--- src/rtl/ffha_pkg.sv ---
// Shared types and constants of the first-fit heap allocator.
// No dependencies; every other file of the block but ffha_ram imports this package.
package ffha_pkg;

  localparam int HEAP_WORDS = 1024;
  localparam int ADDR_W     = $clog2(HEAP_WORDS);
  localparam int IDX_W      = ADDR_W + 1;
  localparam int SIZE_W     = ADDR_W + 1;
  localparam int BYTES_W    = 14;
  localparam int WORD_SHIFT = 3;
  localparam int WORD_BYTES = 1 << WORD_SHIFT;
  localparam int WANT_W     = BYTES_W - WORD_SHIFT + 1;
  localparam int SUM_W      = WANT_W + 2;

  localparam logic OP_ALLOC = 1'b0;
  localparam logic OP_FREE  = 1'b1;

  typedef enum logic [1:0] {
    ST_OK      = 2'd0,
    ST_NOMEM   = 2'd1,
    ST_BADFREE = 2'd2,
    ST_ZERO    = 2'd3
  } ffha_status_t;

  typedef struct packed {
    logic [SIZE_W-1:0] size;
    logic              alloced;
    logic              zero_mark;
  } ffha_hdr_t;

  typedef struct packed {
    logic [ADDR_W-1:0] payload_address;
    ffha_status_t      status;
  } ffha_res_t;

  typedef enum logic [3:0] {
    S_CLEAR,
    S_IDLE,
    S_WALK_RD,
    S_WALK_EV,
    S_SPLIT,
    S_MARK,
    S_FREE_EV,
    S_DONE
  } ffha_state_t;

endpackage

--- src/rtl/ffha_if.sv ---


interface ffha_out_if import ffha_pkg::*; ();
  logic              valid;
  logic              ready;
  logic [ADDR_W-1:0] payload_address;
  logic [1:0]        status;

  modport source (output valid, payload_address, status, input ready);
  modport sink   (input valid, payload_address, status, output ready);
endinterface

--- src/rtl/ffha_out.sv ---
// Result register of the allocator: holds one result until the sink takes it.
// Depends on ffha_pkg and ffha_if.
module ffha_out import ffha_pkg::*; (
  input  logic       clk,
  input  logic       rst_n,
  input  logic       res_valid,
  output logic       res_ready,
  input  ffha_res_t  res,
  ffha_out_if.source out_ch
);

  logic      out_valid_r, out_valid_nxt;
  ffha_res_t out_r;

  assign res_ready = !out_valid_r || out_ch.ready;

  always_comb begin
    out_valid_nxt = out_valid_r;
    if (res_valid && res_ready) out_valid_nxt = 1'b1;
    else if (out_ch.ready)      out_valid_nxt = 1'b0;
  end

  always_ff @(posedge clk) begin
    if (!rst_n) begin
      out_valid_r <= 1'b0;
    end else begin
      out_valid_r <= out_valid_nxt;
    end
  end

  always_ff @(posedge clk) begin
    if (res_valid && res_ready) begin
      out_r <= res;
    end
  end

  assign out_ch.valid           = out_valid_r;
  assign out_ch.payload_address = out_r.payload_address;
  assign out_ch.status          = out_r.status;

endmodule

--- src/flat_wrapper.sv ---
// flat-port wrapper written by rule: the top's interface ports become plain ports
module ffha_out_flat import ffha_pkg::*;
  (clk, rst_n, res_valid, res_ready, res, out_ch_valid, out_ch_payload_address, out_ch_status, out_ch_ready);
  ffha_out_if out_ch_i ();
  input  logic clk;
  input  logic rst_n;
  input  logic res_valid;
  output logic res_ready;
  input  ffha_res_t res;
  output wire logic [$bits(out_ch_i.valid)-1:0] out_ch_valid;
  output wire logic [$bits(out_ch_i.payload_address)-1:0] out_ch_payload_address;
  output wire logic [$bits(out_ch_i.status)-1:0] out_ch_status;
  input wire logic [$bits(out_ch_i.ready)-1:0] out_ch_ready;
  assign out_ch_valid = out_ch_i.valid;
  assign out_ch_payload_address = out_ch_i.payload_address;
  assign out_ch_status = out_ch_i.status;
  assign out_ch_i.ready = out_ch_ready;
  ffha_out u_core (.clk(clk), .rst_n(rst_n), .res_valid(res_valid), .res_ready(res_ready), .res(res), .out_ch(out_ch_i));
endmodule
--- config.mk ---
export PLATFORM = sky130hd
export DESIGN_NAME = ffha_out_flat
export DESIGN_NICKNAME = d
export VERILOG_FILES = /design/src/rtl/ffha_pkg.sv /design/src/rtl/ffha_if.sv /design/src/rtl/ffha_out.sv /design/src/flat_wrapper.sv
export SDC_FILE = /design/constraint.sdc
export NUM_CORES = 1
export LEC_CHECK = 0
export BUFFER_PORTS_ARGS = -buffer_cell sky130_fd_sc_hd__buf_2
export CAP_MARGIN = 0
export CORE_MARGIN = 2
export CORE_UTILIZATION = 27
export DETAILED_ROUTE_END_ITERATION = 6
export PLACE_DENSITY = 0.53
export SLEW_MARGIN = 30
export SYNTH_ARGS = -nofsm -noshare
export SYNTH_HDL_FRONTEND = slang
export SYNTH_SLANG_ARGS = --single-unit
--- constraint.sdc ---
create_clock -name clk -period 1.4 [get_ports clk]
set_clock_uncertainty 0.1 [all_clocks]
set_input_delay 0.07 -clock clk [delete_from_list [all_inputs] [get_ports clk]]
set_output_delay 0.07 -clock clk [all_outputs]
set_load 0.05 [all_outputs]
---- Word level (Yosys, flattened, before mapping) ----
Cells that the tools add are included.
W data, S select, Z words.
operators by class
  $add $sub $neg .......................... 0
  multipliers ............................. 0
  divide/modulo/power cells ............... 0
  magnitude comparators ................... 0
  eq/ne operators ......................... 0
  shifts and indexed selects .............. 0
  mux-type cells .......................... 2
  bitwise logic cells ..................... 0
  reductions and logical operators ........ 4
operators by type and width
  operator             number
  $mux W1              2
  $reduce_bool A2 Y1   1
  $logic_and A1 B1 Y1  1
  $logic_not A1 Y1     1
  $logic_or A1 B1 Y1   1
word-level totals
  bits in registers ....................... 13
  bits in latches ......................... 0
  RAM bits ................................ 0
  memory bits (read-only) ................. 0
  output and inout bits ................... 14
  logic and storage cells ................. 9
  memories ................................ 0

---- Longest topological paths before layout ----
Gate-level depths: netlist of the first run.
  depth after elaboration ................. 4
  mapped depth ............................ 2

---- Least setup slack after synthesis of the first run ----
Ideal clock, no wire load.
  path type ............................... reg2reg
  start ................................... register u_core.out_valid_r (netlist: u_core.out_ch.valid)
  end ..................................... register u_core.out_r (netlist bit u_core.out_ch.payload_address[0]) (enable)
  data arrival time ....................... 1.140 ns
  slack ................................... -0.093 ns
  cell stages (with the launch flop) ...... 3
  path buffers ............................ 0
  clock period less this slack ............ 1.493 ns
  path through ............................ dfxtp_1 -> nand2b_4 -> and2_4
on the way
  word-level cells in the longest chain between the ends .. 3
ends and longest elaborated chain
  what                    RTL line           RTL
  start, declared         ffha_out.sv:12     logic out_valid_r, out_valid_nxt;
  start signal, assigned  ffha_out.sv:27     out_valid_r <= out_valid_nxt;
  $logic_not A1 Y1        ffha_out.sv:15     assign res_ready = !out_valid_r || out_ch.ready;
  $logic_or A1 B1 Y1      ffha_out.sv:15
  named net res_ready     flat_wrapper.sv:8  output logic res_ready;
  $logic_and A1 B1 Y1     ffha_out.sv:32     if (res_valid && res_ready) begin
  end signal, assigned    ffha_out.sv:33     out_r <= res;
  end, declared           ffha_out.sv:13     ffha_res_t out_r;
The timed path passes the listed nets, and every way through them passes these cells.
A chain may end at the register's enable or synchronous reset.

---- Worst setup path in the final report of the first run ----
  start ................................... input rst_n
  end ..................................... register u_core.out_valid_r (netlist: u_core.out_ch.valid)
RTL lines
  what             RTL line           RTL
  start, declared  flat_wrapper.sv:6  input logic rst_n;
No word-level cell between the ends.

==> reports/qor.json, run 1 <==
{
  "global_routing": {
    "track_usage_pct": 9.38,
    "busiest_layer": "met2",
    "grt_overflow": 0,
    "grt_first_pass_wirelength_um": 1190,
    "antenna_found_initial": 0,
    "globalRouteMet2Util_pct": 14.9,
    "met1_track_utilization_from_global_routing_pct": 9.02,
    "grt_start_max_net_pins": 13,
    "groute.layer.met3.usage_pct": 3.75,
    "grt_pass1_vias": 309
  },
  "floorplanning": {
    "dieArea_um2": 1880,
    "die_w_um": 43.3,
    "die_h_um": 43.3,
    "io_pins": 30,
    "floorplan.core_area_um2": 1470,
    "floorplan.rows": 14,
    "initial_utilization_pct": 28.4
  },
  "synthesis": {
    "post_synth.cell_area_avg_um2": 24.6,
    "number_of_library_cell_types_mapped_by_synthesis": 6,
    "post_synth_top_area_cell": "sky130_fd_sc_hd__edfxtp_1",
    "synth_sequential_area_ratio_pct": 91.0,
    "synth_compound_gate_area_share_pct": 2.69,
    "yosys-top-cells-area": "sky130_fd_sc_hd__edfxtp_1, sky130_fd_sc_hd__dfxtp_1, sky130_fd_sc_hd__nand2b_4",
    "postSynthRegisterBits": 13,
    "post_synth_inst_count": 17,
    "simple_gate_share_of_the_synthesized_area_pct": 5.39,
    "synthAdderAreaFrac_pct": 0,
    "yosysMostFrequentCell": "sky130_fd_sc_hd__edfxtp_1",
    "synth-edff-count": 12,
    "asyncSetResetFlopFracSynth_pct": 0,
    "post_synth_instance_area_um2": 418,
    "most_common_flop_cell_mapped_by_yosys": "sky130_fd_sc_hd__edfxtp_1",
    "synthesized_area_fraction_occupied_by_xor_and_xnor_cells_pct": 0,
    "yosys_warnings": 0,
    "mappedNetlistNets": 33,
    "largest_family_of_logic_cells_by_synthesized_area": "simple AND/OR/NAND/NOR gates",
    "synthDominantCellAreaShare_pct": 86.2,
    "synth_mux_area_share_pct": 0
  },
  "worst_setup_path": {
    "worst_setup_path_endpoint": "u_core.out_ch.valid",
    "regToRegEndpoint": "u_core.out_ch.valid",
    "crit_path_start_kind": "input pin",
    "critical_path_required_ns": 1.46,
    "r2r_setup_slack_ns": 0.18,
    "path_common_cell": "sky130_fd_sc_hd__dlygate4sd3_1",
    "critical_path_arrival_ns": 1.39,
    "timing.critical_path.fanout_max": 1,
    "critical-path-slowest-cell": "sky130_fd_sc_hd__dlygate4sd3_1",
    "reg2reg_from": "u_core.out_ch.valid",
    "timing.critical_path.from": "rst_n",
    "crit_path_end_kind": "register",
    "r2r_cells": 3,
    "timing_worst_setup_path_type": "in2reg",
    "worst_path_cell_chain": "dlygate4sd3_1 -> buf_2 -> a21boi_2 -> dlygate4sd3_1",
    "critical-path-max-stage-delay_ns": 0.54
  },
  "place": {
    "placed_standard_cell_area_um2": 584,
    "final_wtd_congestion": 0.624,
    "place_worst_setup_slack_ns": 0.361,
    "port_buffers": 29
  },
  "clocking": {
    "worstSkewPairLatency_ns": 0.27,
    "path_clk_slew_ns": 0.07,
    "cts_inserted_buffers": 3,
    "max-clock-path-buffers": 2,
    "cts_tree": "built",
    "cts_max_level": 1,
    "clock_sink_count": 13,
    "cts_setup_buffers": 0,
    "cts_root_buf": "sky130_fd_sc_hd__clkbuf_4"
  },
  "timing": {
    "setup-violations-final": 0,
    "final_min_period_over_clock_period_pct": 94.8,
    "worst-slew-pin-transition_ns": 0.255,
    "maxClockFrequency_mhz": 753,
    "timing.max_slew.rel_slack_pct": 83.1,
    "final-max-slew-violation-count": 0,
    "setup_ws_ns": 0.0722,
    "final_min_period_ns": 1.33,
    "hold_violations": 0,
    "setup_repair_after_global_routing_missed_its_margin": "no",
    "sum_of_negative_setup_slack_ns": 0
  },
  "final_layout": {
    "layout.core_utilization_pct": 51.0,
    "synthToLayoutAreaGrowth_pct": 79.6,
    "finish.net_count": 81,
    "final_area_um2": 751,
    "post_route_cells_drive_above_1_share_pct": 56.3,
    "antenna_diode_instance_count": 0,
    "fillerInstances": 139
  },
  "route": {
    "drt_drc_violations_left": 0,
    "vias": 313,
    "drt-pass1-iter-count": 2,
    "drt-wirelength-per-cell_um": 10.1,
    "count_of_nets_left_with_antenna_violations_after_detail_routing": 0,
    "drt_iter0_drc": 4,
    "routed_wirelength_um": 807,
    "via_per_inst": 3.91
  },
  "status": {
    "result_of_the_run": "finished clean"
  },
  "job": {
    "maxCapViolations": 0
  },
  "min_path": {
    "hold_depth": 2,
    "timing.hold.worst.class": "in2reg"
  },
  "power_and_ir_drop": {
    "total_power_uw": 850,
    "power.static_leakage_uw": 0.000334,
    "peakVddDrop_v": 0.000453,
    "pwr_cell_area_nw_per_um2": 1130
  }
}
==> worst min-delay path by stage <==
stage,endpoint,slack (ns),startpoint
after floorplan,u_core.out_ch.payload_address[0],0.07,res[2]
after global placement,u_core.out_ch.payload_address[9],0.15,res[11]
after detailed placement,u_core.out_ch.payload_address[9],0.15,res[11]
after CTS,u_core.out_ch.payload_address[5],0.15,res_valid
after global routing,u_core.out_ch.payload_address[9],0.17,res_valid
final,u_core.out_ch.payload_address[9],0.16,res_valid
==> metal layers <==
layer | part of all wire [%] | up-vias
li1 | - | 157
met3 | 13 | 0
met4 | 0 | 0
met1 | 42 | 133
met5 | 0 | -
met2 | 46 | 23
==> cell families after synthesis <==
kind of cell	Yosys count
DFF	13
AOI/OAI and AO/OA	1
and+or+nand+nor	2
buffers and inverters	1
==> what timing repair did <==
| item | 4_1_cts | 5_1_grt |
|---|---|---|
| resized for setup | 0 | 0 |
| hold endpoints to repair | 13 | 0 |
| endpoints found under the setup margin | 0 | 0 |
| hold buffers | 14 | 0 |
==> report_power, final <==
| part | internal (uW) | leakage (uW) | switching [uW] |
|---|---|---|---|
| logic | 61.8 | 0.000194 | 109 |
| clock network | 110 | 0.0000150 | 112 |
| registers | 451 | 0.000125 | 5.52 |
| total | 623 | 0.000334 | 227 |
==> critical path: cells and delay by family <==
family | cells | cell delay [ns]
buffers and inverters | 3 | 1.18
AO/OA/AOI/OAI | 1 | 0.13
==> state kept, by name (all words and copies together), names as in the netlist <==
register                       cells
u_core.out_ch.payload_address     10
u_core.out_ch.status               2
u_core.out_ch.valid                1
==> layout make-up <==
class / instances / area (um2) / area share [%]
multi-input cells: 3 / 33.8 / 4.50
flip-flops and latches: 13 / 382 / 50.8
repair buffers: 43 / 285 / 38.0
well taps: 16 / 20.0 / 2.67
clock buffers: 4 / 26.3 / 3.50
inverters: 1 / 3.75 / 0.500
==> layout by cell type, fill, tap and decap left out <==
master and count:
sky130_fd_sc_hd__edfxtp_1 12, sky130_fd_sc_hd__a21boi_2 1, sky130_fd_sc_hd__and2_4 1, sky130_fd_sc_hd__inv_1 1, sky130_fd_sc_hd__clkbuf_4 3, sky130_fd_sc_hd__dfxtp_2 1, sky130_fd_sc_hd__dlygate4sd3_1 14, sky130_fd_sc_hd__nand2b_4 1
sky130_fd_sc_hd__clkbuf_1 1, sky130_fd_sc_hd__buf_2 29
==> per-stage QoR <==
stage / std cells / hold WS (ns)
2_1_floorplan: 17 / 0.0689
3_3_place_gp: 62 / 0.149
3_5_place_dp: 62 / 0.148
4_1_cts: 80 / 0.154
5_1_grt: 80 / 0.167
6_report: 80 / 0.161
Power figures use the tool's default switching activity.
==> run 2: changes to the inputs <==
--- a/config.mk
+++ b/config.mk
@@ -5,7 +5,7 @@
 export SDC_FILE = /design/constraint.sdc
 export NUM_CORES = 1
 export LEC_CHECK = 0
-export BUFFER_PORTS_ARGS = -buffer_cell sky130_fd_sc_hd__buf_2
+export BUFFER_PORTS_ARGS = -buffer_cell sky130_fd_sc_hd__buf_4
 export CAP_MARGIN = 0
 export CORE_MARGIN = 2
 export CORE_UTILIZATION = 27
==> run 2 against run 1 <==
Against the previous run: routed wire length shrank 0.25%; total power up 2.8%; die area is the same; via count down 1.3%; critical path depth stayed put; critical path type unchanged; non-clock buffer count is the same; largest cell class unchanged; highest routed layer unchanged.
==> reports/qor.json, run 2 (same netlist as run 1, synthesis figures left out) <==
{
  "route": {
    "drt_iter0_drc": {"value": 0, "change": "was 4"},
    "via_per_inst": {"value": 3.86, "change": "was 3.91"},
    "drt_drc_violations_left": {"value": 0, "change": "unchanged"},
    "routed_wirelength": {"value": 805, "unit": "um", "change": "was 807 um"},
    "vias": {"value": 309, "change": "was 313"},
    "drt-pass1-iter-count": {"value": 1, "change": "was 2"},
    "count_of_nets_left_with_antenna_violations_after_detail_routing": {"value": 0, "change": "unchanged"},
    "drt-wirelength-per-cell": {"value": 10.1, "unit": "um", "change": "about the same"}
  },
  "final_layout": {
    "fillerInstances": {"value": 138, "change": "was 139"},
    "synthToLayoutAreaGrowth": {"value": 97.0, "unit": "%", "change": "was 79.6%"},
    "final_common_cell": {"value": "sky130_fd_sc_hd__buf_4", "change": "was sky130_fd_sc_hd__buf_2"},
    "post_route_cells_drive_above_1_share": {"value": 56.3, "unit": "%", "change": "unchanged"},
    "finish.net_count": {"value": 81, "change": "unchanged"},
    "largest_register_ff_count": {"value": 10, "change": "unchanged"},
    "layout.core_utilization": {"value": 56.0, "unit": "%", "change": "was 51.0%"},
    "antenna_diode_instance_count": {"value": 0, "change": "unchanged"},
    "most-common-layout-cells": {"value": "sky130_fd_sc_hd__buf_4, sky130_fd_sc_hd__dlygate4sd3_1, sky130_fd_sc_hd__edfxtp_1", "change": "was sky130_fd_sc_hd__buf_2, sky130_fd_sc_hd__dlygate4sd3_1, sky130_fd_sc_hd__edfxtp_1"}
  },
  "floorplanning": {
    "die_w": {"value": 43.3, "unit": "um", "change": "unchanged"},
    "initial_utilization": {"value": 28.4, "unit": "%", "change": "unchanged"},
    "die_h": {"value": 43.3, "unit": "um", "change": "unchanged"},
    "io_pins": {"value": 30, "change": "unchanged"},
    "dieArea": {"value": 1880, "unit": "um2", "change": "unchanged"},
    "floorplan.rows": {"value": 14, "change": "unchanged"},
    "floorplan.core_area": {"value": 1470, "unit": "um2", "change": "unchanged"}
  },
  "place": {
    "port_buffers": {"value": 29, "change": "unchanged"},
    "final_wtd_congestion": {"value": 0.735, "change": "was 0.624"}
  },
  "timing": {
    "timing.max_slew.rel_slack": {"value": 89.5, "unit": "%", "change": "was 83.1%"},
    "worst-slew-pin-transition": {"value": 0.158, "unit": "ns", "change": "was 0.255 ns"},
    "maxClockFrequency": {"value": 733, "unit": "MHz", "change": "was 753 MHz"},
    "setup-violations-final": {"value": 0, "change": "unchanged"},
    "sum_of_negative_setup_slack": {"value": 0, "unit": "ns", "change": "unchanged"},
    "final-max-slew-violation-count": {"value": 0, "change": "unchanged"},
    "setup_repair_after_global_routing_missed_its_margin": {"value": "no", "change": "unchanged"},
    "hold_violations": {"value": 0, "change": "unchanged"},
    "final_min_period": {"value": 1.36, "unit": "ns", "change": "was 1.33 ns"},
    "final_min_period_over_clock_period": {"value": 97.4, "unit": "%", "change": "was 94.8%"}
  },
  "clocking": {
    "path_clk_slew": {"value": 0.07, "unit": "ns", "change": "about the same"},
    "cts_max_level": {"value": 1, "change": "unchanged"},
    "max-clock-path-buffers": {"value": 2, "change": "unchanged"},
    "clock_sink_count": {"value": 13, "change": "unchanged"},
    "worstSkewPairLatency": {"value": 0.26, "unit": "ns", "change": "was 0.27 ns"},
    "cts_root_buf": {"value": "sky130_fd_sc_hd__clkbuf_4", "change": "unchanged"},
    "cts_inserted_buffers": {"value": 3, "change": "unchanged"},
    "cts_tree": {"value": "built", "change": "unchanged"},
    "cts_setup_buffers": {"value": 0, "change": "unchanged"}
  },
  "worst_setup_path": {
    "timing.critical_path.fanout_max": {"value": 1, "change": "unchanged"},
    "crit_path_end_kind": {"value": "register", "change": "unchanged"},
    "timing_worst_setup_path_type": {"value": "in2reg", "change": "unchanged"},
    "crit_path_start_kind": {"value": "input pin", "change": "unchanged"},
    "critical_path_arrival": {"value": 1.42, "unit": "ns", "change": "was 1.39 ns"},
    "critical_path_required": {"value": 1.45, "unit": "ns", "change": "was 1.46 ns"}
  },
  "job": {
    "maxCapViolations": {"value": 0, "change": "unchanged"}
  },
  "power_and_ir_drop": {
    "pwr_cell_area": {"value": 1060, "unit": "nW/um2", "change": "was 1130 nW/um2"},
    "peakVddDrop": {"value": 0.000643, "unit": "V", "change": "was 0.000453 V"},
    "total_power": {"value": 874, "unit": "uW", "change": "was 850 uW"},
    "power.static_leakage": {"value": 0.000359, "unit": "uW", "change": "was 0.000334 uW"}
  },
  "global_routing": {
    "antenna_found_initial": {"value": 0, "change": "unchanged"},
    "grt_overflow": {"value": 0, "change": "unchanged"},
    "track_usage": {"value": 9.78, "unit": "%", "change": "was 9.38%"},
    "grt_pass1_vias": {"value": 343, "change": "was 309"},
    "grt_start_max_net_pins": {"value": 13, "change": "unchanged"},
    "grt_first_pass_wirelength": {"value": 1270, "unit": "um", "change": "was 1190 um"}
  },
  "min_path": {
    "timing.hold.worst.class": {"value": "in2reg", "change": "unchanged"}
  },
  "status": {
    "result_of_the_run": {"value": "finished clean", "change": "unchanged"}
  }
}
## run 2: cell count changes in the layout (fill, tap and decap cells not counted)
cell	previous run	this run
sky130_fd_sc_hd__buf_2	29	0
sky130_fd_sc_hd__buf_4	0	29
## run 2: layout make-up
| cell class | count | area, um2 | share of cell area, % |
|---|---|---|---|
| timing repair buffer | 43 | 358 | 43.5 |
| multi-input combinational | 3 | 33.8 | 4.10 |
| tap | 16 | 20.0 | 2.43 |
| sequential | 13 | 382 | 46.4 |
| inverter | 1 | 3.75 | 0.456 |
| clock buffer | 4 | 26.3 | 3.19 |
## run 2: through the flow
step	worst slack [ns]	instance area, um2	std cells	hold WS [ns]
6_report	0.0360	823	80	0.157
5_1_grt	0.0341	823	80	0.162
4_1_cts	0.0609	823	80	0.148
3_5_place_dp	0.359	657	62	0.150
3_3_place_gp	0.383	657	62	0.149
2_1_floorplan	0.124	419	17	0.0689
## run 2: repair_timing
item	CTS	global route
endpoints found under the hold margin	13	0
setup endpoints to repair	0	0
hold buffers	14	0
gates resized for setup	0	0
## run 2: routing by layer
metal,share of wire [%],global-route usage (%),wire [um]
met5,0,0,0
met3,10,2.50,84
met4,0,7.27,0
met1,38,9.46,302
met2,52,17.6,418
## run 2: final timing paths
| path | from | cells past startpoint | slack (ns) | endpoint |
|---|---|---|---|---|
| max | rst_n | 4 | 0.04 | u_core.out_ch.valid |
| min | res_valid | 2 | 0.16 | u_core.out_ch.payload_address[5] |
| max reg2reg | u_core.out_ch.valid | 3 | 0.16 | u_core.out_ch.valid |
| min reg2reg | u_core.out_ch.valid | 2 | 0.69 | u_core.out_ch.payload_address[5] |
## run 2: worst max-delay path, cell delays in order
cell and delay (ns):
sky130_fd_sc_hd__dlygate4sd3_1 0.54, sky130_fd_sc_hd__buf_4 0.13, sky130_fd_sc_hd__a21boi_2 0.14, sky130_fd_sc_hd__dlygate4sd3_1 0.55
## run 2: power by group
group	leakage (uW)	internal, uW	switching, uW
Clock	0.0000150	110	110
Sequential	0.000125	451	6.78
Combinational	0.000220	86.5	110
Total	0.000359	647	227
==> run 3: changes to the inputs <==
--- a/config.mk
+++ b/config.mk
@@ -10,7 +10,7 @@
 export CORE_MARGIN = 2
 export CORE_UTILIZATION = 27
 export DETAILED_ROUTE_END_ITERATION = 6
-export PLACE_DENSITY = 0.53
+export PLACE_DENSITY = 0.54
 export SLEW_MARGIN = 30
 export SYNTH_ARGS = -nofsm -noshare
 export SYNTH_HDL_FRONTEND = slang
==> run 3 against run 2 <==
Against the previous run: first-iteration DRC count did not move; largest cell class unchanged; sequential share of layout area shrank 0.070 points; worst setup slack improved by 0.0039 ns; register-to-register slack about the same; clock power hardly changed.
==> reports/qor.json, run 3 (same netlist as run 1, synthesis figures left out) <==
{
  "worst_setup_path": {
    "timing.critical_path.fanout_max": {"value": 1, "change": "unchanged"},
    "timing_worst_setup_path_type": {"value": "in2reg", "change": "unchanged"},
    "path_buf_inv": {"value": 3, "change": "unchanged"},
    "path_common_cell": {"value": "sky130_fd_sc_hd__dlygate4sd3_1", "change": "unchanged"},
    "worst_path_cell_chain": {"value": "dlygate4sd3_1 -> buf_4 -> a21boi_2 -> dlygate4sd3_1", "change": "unchanged"},
    "critical-path-slowest-cell": {"value": "sky130_fd_sc_hd__dlygate4sd3_1", "change": "unchanged"},
    "critical_path_required": {"value": 1.46, "unit": "ns", "change": "was 1.45 ns"},
    "critical-path-max-stage-delay": {"value": 0.54, "unit": "ns", "change": "was 0.55 ns"},
    "largest_delay_share_family_worst_path": {"value": "buffers and inverters", "change": "unchanged"},
    "crit_path_end_kind": {"value": "register", "change": "unchanged"},
    "crit_path_start_kind": {"value": "input pin", "change": "unchanged"},
    "critical_path_arrival": {"value": 1.42, "unit": "ns", "change": "about the same"}
  },
  "global_routing": {
    "antenna_found_initial": {"value": 0, "change": "unchanged"},
    "grt_first_pass_wirelength": {"value": 1340, "unit": "um", "change": "was 1270 um"},
    "grt_pass1_vias": {"value": 309, "change": "was 343"},
    "grt_start_max_net_pins": {"value": 13, "change": "unchanged"},
    "grt_overflow": {"value": 0, "change": "unchanged"},
    "track_usage": {"value": 10.1, "unit": "%", "change": "was 9.78%"}
  },
  "power_and_ir_drop": {
    "power.static_leakage": {"value": 0.000362, "unit": "uW", "change": "was 0.000359 uW"},
    "total_power": {"value": 877, "unit": "uW", "change": "was 874 uW"},
    "peakVddDrop": {"value": 0.000469, "unit": "V", "change": "was 0.000643 V"},
    "pwr_cell_area": {"value": 1060, "unit": "nW/um2", "change": "about the same"}
  },
  "final_layout": {
    "largest_register_ff_count": {"value": 10, "change": "unchanged"},
    "final_common_cell": {"value": "sky130_fd_sc_hd__buf_4", "change": "unchanged"},
    "post_route_cells_drive_above_1_share": {"value": 57.8, "unit": "%", "change": "was 56.3%"},
    "synthToLayoutAreaGrowth": {"value": 97.3, "unit": "%", "change": "was 97.0%"},
    "fillerInstances": {"value": 140, "change": "was 138"},
    "finish.net_count": {"value": 81, "change": "unchanged"},
    "antenna_diode_instance_count": {"value": 0, "change": "unchanged"},
    "most-common-layout-cells": {"value": "sky130_fd_sc_hd__buf_4, sky130_fd_sc_hd__dlygate4sd3_1, sky130_fd_sc_hd__edfxtp_1", "change": "unchanged"}
  },
  "clocking": {
    "cts_root_buf": {"value": "sky130_fd_sc_hd__clkbuf_4", "change": "unchanged"},
    "cts_inserted_buffers": {"value": 3, "change": "unchanged"},
    "worstSkewPairLatency": {"value": 0.26, "unit": "ns", "change": "about the same"},
    "cts_max_level": {"value": 1, "change": "unchanged"},
    "cts_setup_buffers": {"value": 0, "change": "unchanged"},
    "path_clk_slew": {"value": 0.08, "unit": "ns", "change": "was 0.07 ns"},
    "cts_tree": {"value": "built", "change": "unchanged"},
    "post_cts.resized_instances": {"value": 0, "change": "unchanged"},
    "clock_sink_count": {"value": 13, "change": "unchanged"},
    "max-clock-path-buffers": {"value": 2, "change": "unchanged"}
  },
  "route": {
    "vias": {"value": 308, "change": "was 309"},
    "drt-pass1-iter-count": {"value": 1, "change": "unchanged"},
    "routed_wirelength": {"value": 865, "unit": "um", "change": "was 805 um"},
    "via_per_inst": {"value": 3.85, "change": "was 3.86"},
    "drt-wirelength-per-cell": {"value": 10.8, "unit": "um", "change": "was 10.1 um"},
    "count_of_nets_left_with_antenna_violations_after_detail_routing": {"value": 0, "change": "unchanged"},
    "drt_iter0_drc": {"value": 0, "change": "unchanged"},
    "drt_drc_violations_left": {"value": 0, "change": "unchanged"}
  },
  "job": {
    "maxCapViolations": {"value": 0, "change": "unchanged"}
  },
  "floorplanning": {
    "floorplan.rows": {"value": 14, "change": "unchanged"},
    "io_pins": {"value": 30, "change": "unchanged"},
    "die_w": {"value": 43.3, "unit": "um", "change": "unchanged"},
    "dieArea": {"value": 1880, "unit": "um2", "change": "unchanged"},
    "initial_utilization": {"value": 28.4, "unit": "%", "change": "unchanged"},
    "die_h": {"value": 43.3, "unit": "um", "change": "unchanged"},
    "floorplan.core_area": {"value": 1470, "unit": "um2", "change": "unchanged"}
  },
  "place": {
    "place_worst_setup_slack": {"value": 0.355, "unit": "ns", "change": "was 0.359 ns"},
    "final_wtd_congestion": {"value": 0.572, "change": "was 0.735"},
    "port_buffers": {"value": 29, "change": "unchanged"}
  },
  "status": {
    "result_of_the_run": {"value": "finished clean", "change": "unchanged"}
  },
  "timing": {
    "final-max-slew-violation-count": {"value": 0, "change": "unchanged"},
    "setup-violations-final": {"value": 0, "change": "unchanged"},
    "timing.max_slew.rel_slack": {"value": 89.2, "unit": "%", "change": "was 89.5%"},
    "final_min_period_over_clock_period": {"value": 97.2, "unit": "%", "change": "was 97.4%"},
    "maxClockFrequency": {"value": 735, "unit": "MHz", "change": "was 733 MHz"},
    "sum_of_negative_setup_slack": {"value": 0, "unit": "ns", "change": "unchanged"},
    "worst-slew-pin-transition": {"value": 0.162, "unit": "ns", "change": "was 0.158 ns"},
    "hold_violations": {"value": 0, "change": "unchanged"},
    "setup_repair_after_global_routing_missed_its_margin": {"value": "no", "change": "unchanged"},
    "final_min_period": {"value": 1.36, "unit": "ns", "change": "about the same"},
    "setup_ws": {"value": 0.0399, "unit": "ns", "change": "was 0.0360 ns"}
  },
  "min_path": {
    "timing.hold.worst.class": {"value": "in2reg", "change": "unchanged"}
  }
}
run 3: changes by cell type in the layout (fill, tap and decap cells not counted), sizes merged:
cell / previous run / this run
clkbuf: 4 / 3
clkinv: 0 / 1
run 3: power by group:
group	total (uW)	switching [uW]	internal, uW	leakage, uW
Clock	221	116	105	0.0000177
Sequential	457	6.83	451	0.000125
Combinational	198	112	86.6	0.000220
Total	877	235	643	0.000362
run 3: what timing repair did:
item,4_1_cts,5_1_grt
hold buffers,14,0
endpoints found under the hold margin,13,0
endpoints found under the setup margin,0,0
run 3: cell type report:
type | instances | area [um2] | area share (%)
sequential | 13 | 382 | 46.3
timing repair buffer | 43 | 358 | 43.4
multi-input combinational | 3 | 33.8 | 4.10
clock buffer | 3 | 22.5 | 2.73
tap | 16 | 20.0 | 2.43
clock inverter | 1 | 5.00 | 0.607
inverter | 1 | 3.75 | 0.455
run 3: path summary, 6_finish.rpt:
path                       start                               end  slack [ns]  cells past startpoint
min reg2reg  u_core.out_ch.valid  u_core.out_ch.payload_address[5]        0.70                      2
max reg2reg  u_core.out_ch.valid               u_core.out_ch.valid        0.15                      3
max                        rst_n               u_core.out_ch.valid        0.04                      4
min                    res_valid  u_core.out_ch.payload_address[5]        0.16                      2
run 3: layer usage:
metal | up-vias | share of wire [%] | GRT usage (%)
met5 | - | 0 | 0
met4 | 0 | 0 | 5.45
met2 | 15 | 58 | 17.9
met1 | 134 | 33 | 10.4
li1 | 159 | - | -
met3 | 0 | 8.8 | 3.33
run 3: stage by stage:
stage          hold slack [ns]  utilization [%]  cells  area [um2]
6_report                 0.163             56.0     80         825
4_1_cts                  0.163             56.0     80         825
2_1_floorplan           0.0689                -     17         419
3_5_place_dp             0.149             44.6     62         657
3_3_place_gp             0.149             44.6     62         657
5_1_grt                  0.171             56.0     80         825
